**config.mk**
```make
export PLATFORM = sky130hd
export DESIGN_NAME = tds_div
export DESIGN_NICKNAME = d
export VERILOG_FILES = /design/src/hdl/tds_pkg.sv /design/src/hdl/tds_div.sv
export SDC_FILE = /design/constraint.sdc
export NUM_CORES = 1
export LEC_CHECK = 0
export ABC_AREA = 1
export BUFFER_PORTS_ARGS = -buffer_cell sky130_fd_sc_hd__buf_2
export CAP_MARGIN = 10
export CORE_UTILIZATION = 50
export CTS_CLUSTER_SIZE = 30
export DETAILED_ROUTE_END_ITERATION = 10
export PLACE_DENSITY_LB_ADDON = 0.1
export SYNTH_ARGS = -nofsm -noshare
export SYNTH_HDL_FRONTEND = slang
export SYNTH_SLANG_ARGS = --single-unit
```
**constraint.sdc**
```tcl
create_clock -name i_clk -period 5.2 [get_ports i_clk]
set_clock_uncertainty 0.2 [all_clocks]
set_input_delay 0.52 -clock i_clk [delete_from_list [all_inputs] [get_ports i_clk]]
set_output_delay 0.52 -clock i_clk [all_outputs]
set_load 0.05 [all_outputs]
```
**src/hdl/tds_pkg.sv**
```systemverilog
`default_nettype none
// ---------------------------------------------------------------------------
// tds_pkg
// Shared constants and types for the tridiagonal system solver.
// ---------------------------------------------------------------------------
package tds_pkg;
    localparam int MAX_ROWS_DEF  = 64;
    localparam int FRAC_BITS_DEF = 16;
    localparam int DATA_W        = 32;
    localparam int IDX_W         = 6;

    typedef enum logic [3:0] {
        ST_IDLE,
        ST_FDIV,
        ST_FMUL_P,
        ST_FMUL_S,
        ST_FSTORE,
        ST_BREAD,
        ST_BMUL,
        ST_BDIV,
        ST_BOUT
    } t_state;

    function automatic logic signed [31:0] sat32(input logic signed [65:0] v);
        if (v > 66'sd2147483647) begin
            return 32'sh7fffffff;
        end else if (v < -66'sd2147483648) begin
            return 32'sh80000000;
        end else begin
            return v[31:0];
        end
    endfunction
endpackage : tds_pkg
`default_nettype wire

```
**src/hdl/tds_div.sv**
```systemverilog
`default_nettype none
// ---------------------------------------------------------------------------
// tds_div
// Iterative fixed-point divider: sat((num << FRAC_BITS) / den), truncated.
// One quotient bit per cycle on magnitudes; x/0 saturates by sign, 0/0 is 0.
// ---------------------------------------------------------------------------
module tds_div
    import tds_pkg::*;
#(
    parameter int FRAC_BITS = FRAC_BITS_DEF
) (
    input  wire logic               i_clk,
    input  wire logic               i_rst_n,
    input  wire logic               i_start,
    input  wire logic signed [31:0] i_num,
    input  wire logic signed [31:0] i_den,
    output logic                    o_done,
    output logic signed [31:0]      o_quo
);
    localparam int NW = 32 + FRAC_BITS;   // dividend magnitude width
    localparam int CW = $clog2(NW + 1);

    logic [NW-1:0] r_dvd, n_dvd;   // shifts out dividend, shifts in quotient
    logic [32:0]   r_rem, n_rem;
    logic [31:0]   r_dsr;
    logic          r_neg;
    logic          r_zero;
    logic [1:0]    r_zsign;
    logic [CW-1:0] r_cnt;
    logic          r_busy;
    logic [33:0]   w_trial;
    logic [NW:0]   w_sq;

    always_comb begin
        w_trial = {r_rem[32:0], r_dvd[NW-1]} - {2'b00, r_dsr};
        if (!w_trial[33]) begin
            n_rem = w_trial[32:0];
            n_dvd = {r_dvd[NW-2:0], 1'b1};
        end else begin
            n_rem = {r_rem[31:0], r_dvd[NW-1]};
            n_dvd = {r_dvd[NW-2:0], 1'b0};
        end
    end

    always_ff @(posedge i_clk) begin
        if (!i_rst_n) begin
            r_busy <= 1'b0;
            o_done <= 1'b0;
            r_cnt  <= '0;
        end else begin
            o_done <= 1'b0;
            if (i_start) begin
                r_busy  <= (i_den != 0);
                o_done  <= (i_den == 0);
                r_cnt   <= CW'(NW);
            end else if (r_busy) begin
                r_cnt <= r_cnt - 1'b1;
                if (r_cnt == CW'(1)) begin
                    r_busy <= 1'b0;
                    o_done <= 1'b1;
                end
            end
        end
    end

    always_ff @(posedge i_clk) begin
        if (i_start) begin
            r_dvd  <= {(i_num[31] ? 32'(-i_num) : 32'(i_num)), {FRAC_BITS{1'b0}}};
            r_rem  <= '0;
            r_dsr  <= i_den[31] ? 32'(-i_den) : 32'(i_den);
            r_neg  <= i_num[31] ^ i_den[31];
            r_zero <= (i_den == 0);
            r_zsign <= {i_num[31], i_num != 0};
        end else if (r_busy) begin
            r_dvd <= n_dvd;
            r_rem <= n_rem;
        end
    end

    always_comb begin
        w_sq = r_neg ? (NW+1)'(-{1'b0, r_dvd}) : {1'b0, r_dvd};
        if (r_zero) begin
            if (!r_zsign[0])     o_quo = '0;
            else if (r_zsign[1]) o_quo = 32'sh80000000;
            else                 o_quo = 32'sh7fffffff;
        end else if (!r_neg && (r_dvd > (NW)'(32'h7fffffff))) begin
            o_quo = 32'sh7fffffff;
        end else if (r_neg && (r_dvd > (NW)'(33'h80000000))) begin
            o_quo = 32'sh80000000;
        end else begin
            o_quo = w_sq[31:0];
        end
    end
endmodule : tds_div
`default_nettype wire

```
### Word level (Yosys, flattened, before mapping)

Cells that the tools add are included.

* RAM bits: 0
* bits in registers: 125
* output and inout port bits: 33
* input port bits: 67
* logic and storage cells: 50
* latch bits: 0
* memories: 0
* memory bits (read-only): 0

* multiplexer cells: 20
* equality and inequality tests: 1
* magnitude comparators: 2
* multipliers: 0
* reductions and logical operators: 8
* add/subtract/negate cells: 5
* div/mod/pow operators: 0
* bitwise logic cells: 2
* shifts and indexed selects: 0

Operators with widths (count)
* 32-bit two-way mux: 7
* 48-bit two-way mux: 2
* 32-bit negation: 3
* 32-bit nonzero test: 2
* 48-bit by 31-bit > comparator with 1-bit output, second input constant: 1
* 48-bit by 32-bit > comparator with 1-bit output, second input constant: 1
* 34-bit by 32-bit subtractor with 34-bit output: 1
* 33-bit two-way mux: 1
* 32-bit logical NOT: 1
* 31-bit two-way mux: 1
* 6-bit two-way mux: 2
* 1-bit two-way mux: 7
* 6-bit by 1-bit equality test with 1-bit output, second input constant: 1
* 6-bit by 1-bit subtractor with 6-bit output, second input constant: 1
* 1-bit logical AND: 2
* 2-bit nonzero test: 1
* 2-bit OR reduction: 1
* 1-bit logical NOT: 1
* 1-bit NOT: 1
* 1-bit bitwise XOR: 1

### Logic depth before layout (Yosys ltp)

* word-level depth: 5
* gate-level depth with buffers: 18
* gate-level depth less buffers: 18

### Worst setup path before layout

OpenSTA, ideal clock, no wires.

* kind: reg2out
* start point: register r_dvd[1]
* end point: output port o_quo[0]
* arrival time: 2.150 ns
* slack: 2.330 ns
* required time: 4.480 ns
* path buffers: 1
* stages on the path, launching flop included: 12
* path through: dfxtp_1 inv_1 ha_1 nand3_1 nor2_2 nand2_2 nor2_2 nand2_1 nand3_2 buf_6 a21oi_1 o21ai_1

* cells in the longest elaborated chain, start to end: 5
* elaborated cells between the ends (all ways): 7
* classes of those cells: order compare: 2; mux: 3; reduce/logical: 2

RTL lines
* start, declared: line tds_div.sv:23 `logic [NW-1:0] r_dvd, n_dvd;`
* start signal, assigned: line tds_div.sv:68 `r_dvd <= {(i_num[31] ? 32'(-i_num) : 32'(i_num)), {FRAC_BITS{1'b0}}};`
* start signal, assigned: line tds_div.sv:75 `r_dvd <= n_dvd;`
* 48-bit by 32-bit > comparator with 1-bit output: line tds_div.sv:88 `end else if (r_neg && (r_dvd > (NW)'(33'h80000000))) begin`
* 1-bit logical AND: line tds_div.sv:88
* 32-bit two-way mux: line tds_div.sv:88
* 32-bit two-way mux *: line tds_div.sv:86 `end else if (!r_neg && (r_dvd > (NW)'(32'h7fffffff))) begin`
* 32-bit two-way mux *: line tds_div.sv:82 `if (r_zero) begin`
* end, declared: line tds_div.sv:18 `output logic signed [31:0] o_quo`

Mark *: on every way between the ends. The rest lies on a longest branch, timed or not.

### Worst setup path in the final report

* start point: register r_dvd[47]
* end point: output port o_quo[31]

Same word-level chain as after synthesis.

==> results.md <==
- Once the clock tree was built, the setup fixing pass inserted 0 buffers.
- The number of hold violations in the final report was 0.
- The top cell type by area accounts for 20.0% of the synthesized area.
- The worst setup path is captured at a primary output.
- The die outline area is 21,900 µm².
- Setup total negative slack on the finished layout was measured at 0 ns.
- The worst path in the final design needs a cycle of 3.73 ns, including I/O delays and setup.
- The post-CTS resize count is 0.
- For this design, the sink count on the clock tree is 125.
- Among all flip-flop cells after synthesis, the most frequent one is sky130_fd_sc_hd__edfxtp_1.
- The height of the chip is 148 µm.
- The I/O pin count is 100.
- For this design the ratio of total power to cell area is 255 nW/µm².
- Before antenna repair, the detailed router went through 5 iterations.
- The synthesized netlist occupies a cell area of 10,600 µm².
- After floorplanning, the core was divided into 53 placement rows.
- The number of global-route vias before repair is 9,562.
- The critical path ends at o_quo[31].
- After floorplanning, the core was sized to cover 21,000 µm².
- The start-to-end type of the worst setup path is reg -> out.
- The start of the worst register-to-register path is r_dsr[24]$_DFFE_PP_.
- The worst path required time is 4.48 ns.
- The slew at the pin closest to its max-slew limit is 1.13 ns.
- The detailed-route wire length per cell is 14.2 µm.
- The share of power burned in the clock network is 41.5%.
- The later pin in the worst-skew pair is clocked with a latency of 0.43 ns.
- The max-cap violation count is 0.
- No sink is reached through more buffers than the 2 on the longest clock path.
- Buffers inserted to repair hold after CTS numbered 0.
- The multi-input combinational cells in the finished layout cover a total of 6150 µm².
- The critical path starts at r_dvd[47]$_DFFE_PP_.
- The startpoint kind of the worst setup timing path is a flip-flop.
- The via count normalized by instance count is 5.08.
- The maximum number of pins on one net before global-route repair is 61.
- Sorting the synthesized cells by how often they occur yields sky130_fd_sc_hd__nand2_1 (567), sky130_fd_sc_hd__inv_1 (289), sky130_fd_sc_hd__nor2_1 (151).
- The fraction of the cycle the final worst path needs is 71.8%.
- The fill cell total of the finished layout is 2,172.
- In the routed design, unresolved DRC markers number 0.
- The first global-routing pass estimated 48,000 µm of wire.
- The most numerous cell in the Yosys netlist is sky130_fd_sc_hd__nand2_1.
- The post-synthesis instance total is 1,712.
- The first routing iteration left 613 violations.
- Of the synthesized area, sequential elements account for 29.9%.
- VDD sags by at most 0.000207 V.
- The combinational power share is 21.0%.
- The worst-case headroom to the max-slew limit is 24.4%.
- Yosys printed 0 warnings.
- Cell internal power was estimated by the tool at 0.00206 W.
- Clock-pin slew was measured on the worst setup and hold paths at 0.06 ns.
- The switching portion of total power is 32.5%.
- The setup check on the worst reg-to-reg path leaves a slack of 2.22 ns.
- The number of nets in the synthesized netlist is 1,817.
- The synthesized design spends more area on one cell type than any other, namely sky130_fd_sc_hd__nand2_1.
- The initial antenna violation count is 0.
- Sorting the synthesized cells by area gives the leading types as sky130_fd_sc_hd__nand2_1 (20%), sky130_fd_sc_hd__edfxtp_1 (19%), sky130_fd_sc_hd__dfxtp_1 (11%).
- The final net count is 1,895.
- The count of input and output buffers is 99.
- After detailed routing, the total wire length is 29,600 µm.
- The worst min-delay path category is in -> reg.
- Averaged over all synthesized cells, the footprint is 6.22 µm².
- The number of buffers created by CTS is 17.
- The power dissipated by switching net loads is 0.000989 W.
- The synthesized design contains 68 enable-type register cells.
- Global routing consumed, over all layers together, 27.6% of the routing resources.
- The leftover overflow at the end of global routing is 0.
- The detailed placement HPWL is 22,700 µm.
- The data arrival time of the critical path is 3.01 ns.
- The clock root buffer master is sky130_fd_sc_hd__clkbuf_16.
- The area growth from synthesis to layout is 12.1%.
- The leakage dissipation is 6.22 nW.
- The number of distinct standard cells referenced by the synthesized netlist is 44.
- Counting flops and latches in the post-synthesis netlist gives 125.
- In this run the remaining antenna-violating nets after routing total 0.
- The worst register-to-register path ends at r_rem[20]$_SDFFE_PP0P_.
- Setup violations remaining at the end of the flow were counted as 0.
- The power consumption is 0.00305 W.
- Setup repair after global routing left no endpoint under its margin.
- The initial core utilization is 50.8%.
- The horizontal extent of the die is 148 µm.
- The count of H-tree levels built during CTS is 4.
- The sequential share of power is 37.5%.
- The placer's final routability congestion estimate is 0.970.
- The length in cells of the worst reg-to-reg path is 12.
- The register area is 3180 µm².
- The routed layout has 10,600 vias.
- Of all nets on the critical path, the largest fanout is 26.
- Static timing analysis puts the maximum clock frequency at 268 MHz.
- The run finished with clean final reports.
- The total inserted antenna cells is 0.
- The number of max-slew violations in the final report was 0.
- The async set-reset flop share out of synthesis is 0%.
- TritonCTS built the clock tree.
- In the final layout, the share of cells above drive strength 1 is 9.82%.
[final cells by class]
cell class	count	area share [%]
Tap cell	275	2.88
Inverter	294	9.25
Clock inverter	14	1.53
Multi-Input combinational cell	1248	51.6
Timing Repair Buffer	104	4.47
Sequential cell	125	26.7
Clock buffer	18	3.60
[cell usage in the layout (no fill, tap or decap), types with 28 or more instances in the layout]
master                     count
sky130_fd_sc_hd__nand2_1     567
sky130_fd_sc_hd__inv_1       289
sky130_fd_sc_hd__nor2_1      149
sky130_fd_sc_hd__nand3_1     139
sky130_fd_sc_hd__buf_2        99
sky130_fd_sc_hd__o21ai_0      70
sky130_fd_sc_hd__edfxtp_1     68
sky130_fd_sc_hd__dfxtp_1      57
sky130_fd_sc_hd__a21oi_1      50
sky130_fd_sc_hd__xor2_1       42
sky130_fd_sc_hd__ha_1         37
sky130_fd_sc_hd__nor3_1       28
[metrics by stage]
stage	hold WS, ns	utilization, %	area [µm²]	setup slack, ns	cells
floorplan	0.249	-	10600	2.33	1712
global placement	0.263	54.0	11300	1.98	2046
detailed placement	0.266	54.0	11300	1.92	2046
CTS	0.0990	56.9	11900	1.46	2078
global route	0.103	56.9	11900	1.21	2078
finish	0.111	56.9	11900	1.47	2078
[cell families (layout without fill, tap and decap cells)]
| kind of cell | Yosys count | after routing | synth area share [%] |
|---|---|---|---|
| adder cells (fa/ha/maj) | 38 | 38 | 4.54 |
| AO/OA/AOI/OAI | 186 | 186 | 9.64 |
| XOR/XNOR | 63 | 63 | 5.18 |
| AND/OR/NAND/NOR | 961 | 961 | 38.4 |
| buffers and inverters | 339 | 430 | 12.4 |
| flip-flops | 125 | 125 | 29.9 |
[worst min-delay path by stage]
stage / end / slack (ns) / from / cells after the start
2_1_floorplan: r_rem[0]$_SDFFE_PP0P_ / 0.25 / r_rem[0]$_SDFFE_PP0P_ / 2
3_3_place_gp: r_rem[10]$_SDFFE_PP0P_ / 0.26 / r_rem[10]$_SDFFE_PP0P_ / 2
3_5_place_dp: r_rem[10]$_SDFFE_PP0P_ / 0.27 / r_rem[10]$_SDFFE_PP0P_ / 2
4_1_cts: r_dsr[0]$_DFFE_PP_ / 0.1 / i_den[0] / 1
5_1_grt: r_dsr[0]$_DFFE_PP_ / 0.10 / i_den[0] / 1
6_report: r_dsr[0]$_DFFE_PP_ / 0.11 / i_den[0] / 1
[state kept, by name (all words and copies together) (netlist names)]
signal,flops
r_dvd,48
r_busy,1
r_neg,1
r_zsign,2
r_zero,1
r_rem,33
o_done,1
r_dsr,32
r_cnt,6
[power by group through the flow]
stage               sequential, W  clock, W  combinational [W]
global placement          0.00116         0           0.000630
finish                    0.00114   0.00126           0.000639
detailed placement        0.00116         0           0.000633
floorplan                 0.00115         0           0.000461
CTS                       0.00114   0.00128           0.000637
global route              0.00115   0.00132           0.000710
[layer usage]
layer  GRT usage [%]  share of wire, %  vias to the layer above
li1                -                 -                     5576
met1            40.1                50                     4666
met2            42.7                43                      290
met3            4.41               6.1                       27
met4            6.55               1.3                        0
met5               0                 0                        -
[worst max-delay path, stage by stage, from the launching register on]
cell	delay (ns)
sky130_fd_sc_hd__edfxtp_1	0.38
sky130_fd_sc_hd__nor2_1	0.14
sky130_fd_sc_hd__nand4_1	0.13
sky130_fd_sc_hd__nor2_1	0.23
sky130_fd_sc_hd__nand2_1	0.15
sky130_fd_sc_hd__nand2_1	0.55
sky130_fd_sc_hd__inv_1	0.29
sky130_fd_sc_hd__nor2_1	0.28
sky130_fd_sc_hd__o21ai_1	0.10
sky130_fd_sc_hd__nand2_1	0.07
sky130_fd_sc_hd__buf_2	0.26
No activity file was read; power rests on OpenSTA's default activity.
